<file path="config.mk">
export PLATFORM = sky130hd
export DESIGN_NAME = quad_pulse_integrator_counter_top
export DESIGN_NICKNAME = d
export VERILOG_FILES = /design/src/sv/qpic_pkg.sv /design/src/sv/qpic_lane.sv /design/src/sv/quad_pulse_integrator_counter_top.sv
export SDC_FILE = /design/constraint.sdc
export NUM_CORES = 1
export LEC_CHECK = 0
export BUFFER_PORTS_ARGS = -buffer_cell sky130_fd_sc_hd__clkbuf_2
export CORE_AREA = 2 2 143 145
export DETAILED_ROUTE_END_ITERATION = 12
export DIE_AREA = 0 0 145 147
export PLACE_DENSITY = 0.77
export SKIP_CTS_REPAIR_TIMING = 1
export SLEW_MARGIN = 40
export SYNTH_ARGS = -nofsm -noshare
export SYNTH_HDL_FRONTEND = slang
export SYNTH_SLANG_ARGS = --single-unit
export TNS_END_PERCENT = 20
</file>
<file path="constraint.sdc">
create_clock -name clk -period 5.25 [get_ports clk]
set_input_delay 1.3125 -clock clk [delete_from_list [all_inputs] [get_ports clk]]
set_output_delay 1.3125 -clock clk [all_outputs]
set_load 0.005 [all_outputs]
</file>
<file path="src/sv/qpic_pkg.sv">
// ----------------------------------------------------------------------------
// qpic_pkg
// shared constants and types of the quad pulse integrator and edge counter
// ----------------------------------------------------------------------------
`default_nettype none

package qpic_pkg;

	localparam int CHANNELS  = 4;
	localparam int NUM_LANES = 4;

	localparam int INTEG_W = 8;
	localparam int COUNT_W = 16;
	localparam int CHAN_W  = 2;
	localparam int CFG_IDX_W  = 8;
	localparam int CFG_DATA_W = 8;

	localparam int IN_DATA_W  = 24;
	localparam int OUT_DATA_W = 72;

	localparam logic [INTEG_W-1:0] ROOF_RESET   = 8'd100;
	localparam logic [INTEG_W-1:0] THRESH_RESET = 8'd30;

	typedef enum logic {
		FUNC_SAMPLE = 1'b0,
		FUNC_LOAD   = 1'b1
	} func_t;

	typedef enum logic [CFG_IDX_W-1:0] {
		REG_ROOF   = 8'd0,
		REG_THRESH = 8'd1
	} cfg_reg_t;

	typedef struct packed {
		logic               sample;
		logic               load;
		logic               pin;
		logic [COUNT_W-1:0] load_value;
	} lane_ctl_t;

endpackage

`default_nettype wire

</file>
<file path="src/sv/qpic_lane.sv">
// ----------------------------------------------------------------------------
// qpic_lane
// one channel: saturating integrator, level register and wrapping edge count
// ----------------------------------------------------------------------------
`default_nettype none

module qpic_lane
	import qpic_pkg::*;
(
	input  wire logic               clk,
	input  wire logic               arst_n,
	input  wire lane_ctl_t          ctl,
	input  wire logic [INTEG_W-1:0] roof,
	input  wire logic [INTEG_W-1:0] thresh,
	output logic                    level_nxt,
	output logic                    rising_nxt,
	output logic [COUNT_W-1:0]      count_nxt
);

	logic [INTEG_W-1:0] integ_q;
	logic               last_q;
	logic [COUNT_W-1:0] count_q;
	logic [INTEG_W-1:0] integ_nxt;

	always_comb begin
		integ_nxt = integ_q;
		if (ctl.sample) begin
			if (ctl.pin) begin
				if (integ_q < roof) begin
					integ_nxt = integ_q + INTEG_W'(1);
				end
			end else if (integ_q != '0) begin
				integ_nxt = integ_q - INTEG_W'(1);
			end
		end
	end

	assign level_nxt  = (integ_nxt > thresh);
	assign rising_nxt = ctl.sample & ~last_q & level_nxt;

	always_comb begin
		if (ctl.load) begin
			count_nxt = ctl.load_value;
		end else begin
			count_nxt = count_q + COUNT_W'(rising_nxt);
		end
	end

	always_ff @(posedge clk or negedge arst_n) begin
		if (!arst_n) begin
			integ_q <= '0;
			last_q  <= 1'b0;
			count_q <= '0;
		end else begin
			integ_q <= integ_nxt;
			count_q <= count_nxt;
			if (ctl.sample) begin
				last_q <= level_nxt;
			end
		end
	end

endmodule

`default_nettype wire

</file>
<file path="src/sv/quad_pulse_integrator_counter_top.sv">
// ----------------------------------------------------------------------------
// quad_pulse_integrator_counter_top
// four-channel integrating debounce with rising-edge counters
// ----------------------------------------------------------------------------
// usage:
//   s_* channel takes one item per transfer: tuser is func (0 sample the pins,
//   1 load an edge count), tdata holds pins, channel and load_value.
//   m_* channel returns one item for every input item: levels, rising edges
//   and the edge count of every channel.
//   cfg_* writes integrator_roof (index 0) or level_threshold (index 1);
//   other indexes are dropped. cfg_ready is always high; write only while idle.
// path: an item passes the input register, then the lane update into the output
//   register, which drives m_tvalid; a stall can hold it in the input register.
// throughput: one item per cycle while m_tready stays high; the per-channel
//   update is a single saturating step and compare in front of the output register.
// reset: integrators, levels and counts clear, roof 100, threshold 30, input
//   and output registers empty.
// stall: when m_tready is low the result holds and one more item is taken
//   into the input register; then s_tready drops until the result leaves.
// ----------------------------------------------------------------------------
`default_nettype none

module quad_pulse_integrator_counter_top
	import qpic_pkg::*;
(
	input  wire logic                  clk,
	input  wire logic                  arst_n,
	// config write channel
	input  wire logic                  cfg_valid,
	output logic                       cfg_ready,
	input  wire logic [CFG_IDX_W-1:0]  cfg_index,
	input  wire logic [CFG_DATA_W-1:0] cfg_data,
	// input stream
	input  wire logic                  s_tvalid,
	output logic                       s_tready,
	input  wire logic [IN_DATA_W-1:0]  s_tdata,  // pins[3:0] channel[5:4] load_value[21:6]
	input  wire logic                  s_tuser,  // func[0]
	// result stream
	output logic                       m_tvalid,
	input  wire logic                  m_tready,
	output logic [OUT_DATA_W-1:0]      m_tdata   // levels[3:0] rising[7:4] count_ch0[23:8]
	                                             // count_ch1[39:24] count_ch2[55:40]
	                                             // count_ch3[71:56]
);

	logic [INTEG_W-1:0]   roof_q;
	logic [INTEG_W-1:0]   thresh_q;

	logic                 vld_s1;
	func_t                func_s1;
	logic [NUM_LANES-1:0] pins_s1;
	logic [CHAN_W-1:0]    chan_s1;
	logic [COUNT_W-1:0]   load_s1;

	logic                 out_vld_q;
	logic [OUT_DATA_W-1:0] out_data_q;

	logic                 advance;
	logic [NUM_LANES-1:0] level_nxt;
	logic [NUM_LANES-1:0] rising_nxt;
	logic [COUNT_W-1:0]   count_nxt [NUM_LANES];

	// configuration registers
	assign cfg_ready = 1'b1;

	always_ff @(posedge clk or negedge arst_n) begin
		if (!arst_n) begin
			roof_q   <= ROOF_RESET;
			thresh_q <= THRESH_RESET;
		end else if (cfg_valid && cfg_ready) begin
			unique case (cfg_index)
				REG_ROOF:   roof_q   <= cfg_data;
				REG_THRESH: thresh_q <= cfg_data;
				default: ;
			endcase
		end
	end

	// input register
	assign advance  = vld_s1 & (~out_vld_q | m_tready);
	assign s_tready = ~vld_s1 | advance;

	always_ff @(posedge clk or negedge arst_n) begin
		if (!arst_n) begin
			vld_s1 <= 1'b0;
		end else if (s_tready) begin
			vld_s1 <= s_tvalid;
		end
	end

	always_ff @(posedge clk) begin
		if (s_tvalid && s_tready) begin
			func_s1 <= func_t'(s_tuser);
			pins_s1 <= s_tdata[3:0];
			chan_s1 <= s_tdata[5:4];
			load_s1 <= s_tdata[21:6];
		end
	end

	// channel lanes
	for (genvar k = 0; k < NUM_LANES; k++) begin : g_lane
		if (k < CHANNELS) begin : g_on
			lane_ctl_t ctl;

			assign ctl.sample     = advance & (func_s1 == FUNC_SAMPLE);
			assign ctl.load       = advance & (func_s1 == FUNC_LOAD)
			                        & (chan_s1 == CHAN_W'(k));
			assign ctl.pin        = pins_s1[k];
			assign ctl.load_value = load_s1;

			qpic_lane u_lane (
				.clk        (clk),
				.arst_n     (arst_n),
				.ctl        (ctl),
				.roof       (roof_q),
				.thresh     (thresh_q),
				.level_nxt  (level_nxt[k]),
				.rising_nxt (rising_nxt[k]),
				.count_nxt  (count_nxt[k])
			);
		end else begin : g_off
			assign level_nxt[k]  = 1'b0;
			assign rising_nxt[k] = 1'b0;
			assign count_nxt[k]  = '0;
		end
	end

	// output register
	always_ff @(posedge clk or negedge arst_n) begin
		if (!arst_n) begin
			out_vld_q <= 1'b0;
		end else if (advance) begin
			out_vld_q <= 1'b1;
		end else if (m_tready) begin
			out_vld_q <= 1'b0;
		end
	end

	always_ff @(posedge clk) begin
		if (advance) begin
			out_data_q <= {count_nxt[3], count_nxt[2], count_nxt[1], count_nxt[0],
			               rising_nxt, level_nxt};
		end
	end

	assign m_tvalid = out_vld_q;
	assign m_tdata  = out_data_q;

	// a rising edge always leaves its level high
	a_rise_has_level: assert property (@(posedge clk) disable iff (!arst_n)
		m_tvalid |-> ((m_tdata[7:4] & ~m_tdata[3:0]) == '0))
		else $error("rising edge reported without level");

	// a load item never reports edges
	a_load_no_rise: assert property (@(posedge clk) disable iff (!arst_n)
		(advance && func_s1 == FUNC_LOAD) |=> (m_tdata[7:4] == '0))
		else $error("edge reported on load item");

	// an empty output stage never blocks the input side
	a_ready_when_empty: assert property (@(posedge clk) disable iff (!arst_n)
		!out_vld_q |-> s_tready)
		else $error("input stalled with empty output register");

	// every advanced item shows up at the output
	a_advance_valid: assert property (@(posedge clk) disable iff (!arst_n)
		advance |=> m_tvalid)
		else $error("advanced item lost");

endmodule

`default_nettype wire
</file>
==> results by group <==
Pwr
  • Clk pwr share: 29.1%
  • Int Power: about 0.004 W
  • Leak: 5.50 nW
  • Power after layout: 0.00594 W
  • Switching power share of the total: about a third
  • Seq pwr share: 43.7%
  • Switching Power: 0.00193 W
  • Gate power share: 27.2%
  • Maximum VDD drop: about 0.25 mV
  • Pwr Density: between 400 and 500 nW/um2

Clocking
  • Clock Path Buffers: 3
  • Clock Latency Late Sink: roughly 500 ps
  • Max H-tree Level: 1
  • Clock slew seen by the registers of the worst setup and hold paths: about 60 ps
  • CTS tree: done
  • CTS Sinks: roughly 210
  • CTS buffer count: 23
  • Root Buffer: clkbuf_16

Critical path
  • Crit path launch type: register
  • Worst-path maximum fanout: 4
  • Worst reg-to-reg path cell count: 23
  • Setup crit end kind: register
  • Critical Path AT: about 5200 ps
  • Beginning of the worst register-to-register path: roof_q[5]$_DFFE_PN1P_
  • Required time worst endpoint: 5480 ps
  • R2R setup slack: 270 ps
  • Reg-to-reg critical path endpoint: m_tdata[68]$_DFFE_PP_
  • Kind of critical path: register to register

Yosys
  • Avg Inst Size Synth: 10.8 um2
  • Largest area contributor in the netlist: edfxtp_1
  • Synthesized instance count: between 1,000 and 1,500
  • Mux contribution to synthesized area: around 2.1%
  • Largest family of logic cells by synthesized area: simple AND/OR/NAND/NOR gates
  • Syn Std Cell Area: about 11,000 um2
  • Syn_nets: between 1,000 and 1,500
  • Post-synth EDFFs: 95
  • Sequential-to-total area share from yosys stat: between 50% and 60%
  • Ranking of synthesized cells by area: edfxtp_1 (26%), dfrtp_1 (25%), ha_1 (8.8%), o21ai_0 (3.4%), nand2_1 (3.2%)
  • Synth warn: 0
  • Post-synthesis simple-gate area fraction: 15.6%
  • Adder-cell share of the synthesized area: between 8 and 9%
  • Synth Area in Compound Gates: roughly 13%
  • Post-synthesis cell type count: 76
  • Seq cells post-synth: 213
  • Post-synth top flop: dfrtp_1
  • Async SR Flop Fraction: between 50 and 60%
  • Top cell type's share of synthesized area: roughly a quarter
  • Synth Area in XOR/XNOR: around 5.1%

Placement
  • Routability cong.: between 0.9 and 1
  • DP HPWL: 19,300 um
  • IO Port Bufs: between 100 and 150

Timing
  • Total Neg Setup Slack: 0 ps
  • Max Slew Vio Count: 0
  • Final min period: about 5000 ps
  • # setup viols final: 0
  • Slew at the pin closest to its max-slew limit: about 660 ps
  • WHS: between 500 and 600 ps
  • Worst Clk Skew: ~8 ps
  • Slew HR: a little under three fifths
  • Final Cycle Share: 94.8%
  • Hold Fails Final Rpt: 0
  • Fmax: 201 MHz

Detailed routing
  • DRC: 0
  • DRT antenna net count: 0
  • DRT iter0 DRCs: 552
  • Detailed Route WL: 26,700 um
  • Via density: 5.86
  • Routed via count: slightly below 9,000
  • Avg WL per Cell: 17.9 um
  • Drt pass-1 iters: 5

Floorplan
  • Starting density of the core: a little under three fifths
  • Site Rows: 52
  • Area of the core: around 20,000 um2
  • Die ar.: about 21,000 um2
  • Die Wd: approximately 150 um
  • I/O pin cnt: around 120
  • Die height: between 100 and 150 um

Hold path
  • WHS Path Cells: 2
  • Hold crit path type: register to register
  • Hold path startpoint: g_lane[1].g_on.u_lane.last_q$_DFFE_PN0P_
  • Worst min-delay path endpoint: g_lane[1].g_on.u_lane.last_q$_DFFE_PN0P_

Layout
  • Most common cell after layout, fill and taps aside: clkbuf_2
  • Area Growth Syn to Fin: 19.1%
  • Commonest non-fill, non-tap cells in the layout: clkbuf_2 (116), dfrtp_1 (111), nand2_1 (95), edfxtp_1 (95), ha_1 (78)
  • Final #Nets: 1,329
  • Proportion of layout cells with a drive suffix above 1: roughly 22%

Global routing
  • Largest net degree at the start of global routing: ~50
  • Initial antenna violation count: 1
  • First-pass GRT wire length: about 43,000 um
  • GRT Util Overall: 24.8%
  • Gr ovfl total: 0
  • Number of global-route vias before repair: roughly 8,400

Outcome
  • Status: completed

Job
  • Max cap viols: 0
[stage by stage]
step	setup WS [ps]	std cells	area [um2]	utilization, %
detailed placement	-136	1448	12400	62.5
finish	271	1491	13300	67.0
CTS	16.4	1489	13200	66.6
floorplan	210	1035	11200	-
global route	-75.2	1491	13300	67.0
global placement	-21.6	1447	12400	62.3
[sequential cells by signal (all words and copies together), names as in the netlist]
name and cells:
pins_s1 4, g_lane.g_on.u_lane.count_q 64, m_tvalid 1, g_lane.g_on.u_lane.integ_q 32
load_s1 16, roof_q 8, thresh_q 8, chan_s1 2
func_s1 1, g_lane.g_on.u_lane.last_q 4, m_tdata 72, vld_s1 1
[layer usage]
metal  global-route usage (%)  up-vias  wire length (um)
li1                         -     4166                 -
met1                     32.9     4105             11000
met2                     41.5      384             12700
met3                     3.04       86              1920
met4                     10.5        0              1070
met5                        0        -                 0
[Yosys cell counts (18+ instances only)]
| library cell | instances |
|---|---|
| dfrtp_1 | 111 |
| edfxtp_1 | 95 |
| nand2_1 | 95 |
| ha_1 | 79 |
| o21ai_0 | 76 |
| nor2_1 | 61 |
| inv_1 | 46 |
| nand3_1 | 46 |
| a21oi_1 | 44 |
| xnor2_1 | 38 |
| xor2_1 | 27 |
| nand4_1 | 25 |
| nor3_1 | 23 |
| clkbuf_1 | 21 |
| mux2_2 | 19 |
| and3_1 | 18 |
| o21a_1 | 18 |
[power groups by stage]
stage	logic [W]	clock network [W]	registers, W
6_report	0.00162	0.00173	0.00260
5_1_grt	0.00181	0.00182	0.00264
4_1_cts	0.00159	0.00175	0.00258
3_5_place_dp	0.00156	0	0.00261
3_3_place_gp	0.00150	0	0.00260
2_1_floorplan	0.00108	0	0.00251
[worst max-delay path by stage]
stage,startpoint,endpoint,depth (start not counted)
final,roof_q[5]$_DFFE_PN1P_,m_tdata[68]$_DFFE_PP_,23
after global routing,roof_q[5]$_DFFE_PN1P_,m_tdata[68]$_DFFE_PP_,23
after CTS,roof_q[2]$_DFFE_PN1P_,m_tdata[68]$_DFFE_PP_,22
after detailed placement,m_tready,m_tdata[20]$_DFFE_PP_,19
after global placement,m_tready,m_tdata[16]$_DFFE_PP_,19
after floorplan,m_tready,m_tdata[68]$_DFFE_PP_,18
[worst max-delay path, cell delays in order (launching register included)]
cell and delay, ps:
dfstp_2 520, inv_1 60, buf_4 160, ha_1 300
a21oi_1 80, o211ai_1 440, a21oi_2 130, and3_1 190
o311a_1 320, ha_1 310, a21o_1 110, a21o_1 110
a21oi_1 80, or2_2 300, a211oi_2 190, buf_4 150
ha_1 170, ha_2 220, inv_1 70, nor4_2 280
buf_4 170, nand3_1 90, xor2_1 160, o21ai_1 100
[final cells by class]
class / instances / area (um2)
tap: 270 / 338
sequential: 213 / 5810
multi-input combinational: 746 / 5140
clock buffer: 28 / 614
fill: 1481 / 6540
antenna: 1 / 2.50
clock inverter: 13 / 199
timing repair buffer: 173 / 1020
inverter: 47 / 176
[kinds of logic after synthesis]
| group | after synthesis |
|---|---|
| XOR/XNOR | 65 |
| AND/OR/NAND/NOR | 345 |
| flip-flops | 213 |
| adder cells (fa/ha/maj) | 79 |
| multiplexers | 21 |
| AO/OA/AOI/OAI | 235 |
| other | 1 |
| buffers and inverters | 76 |
(Power assumes the default switching activity.)
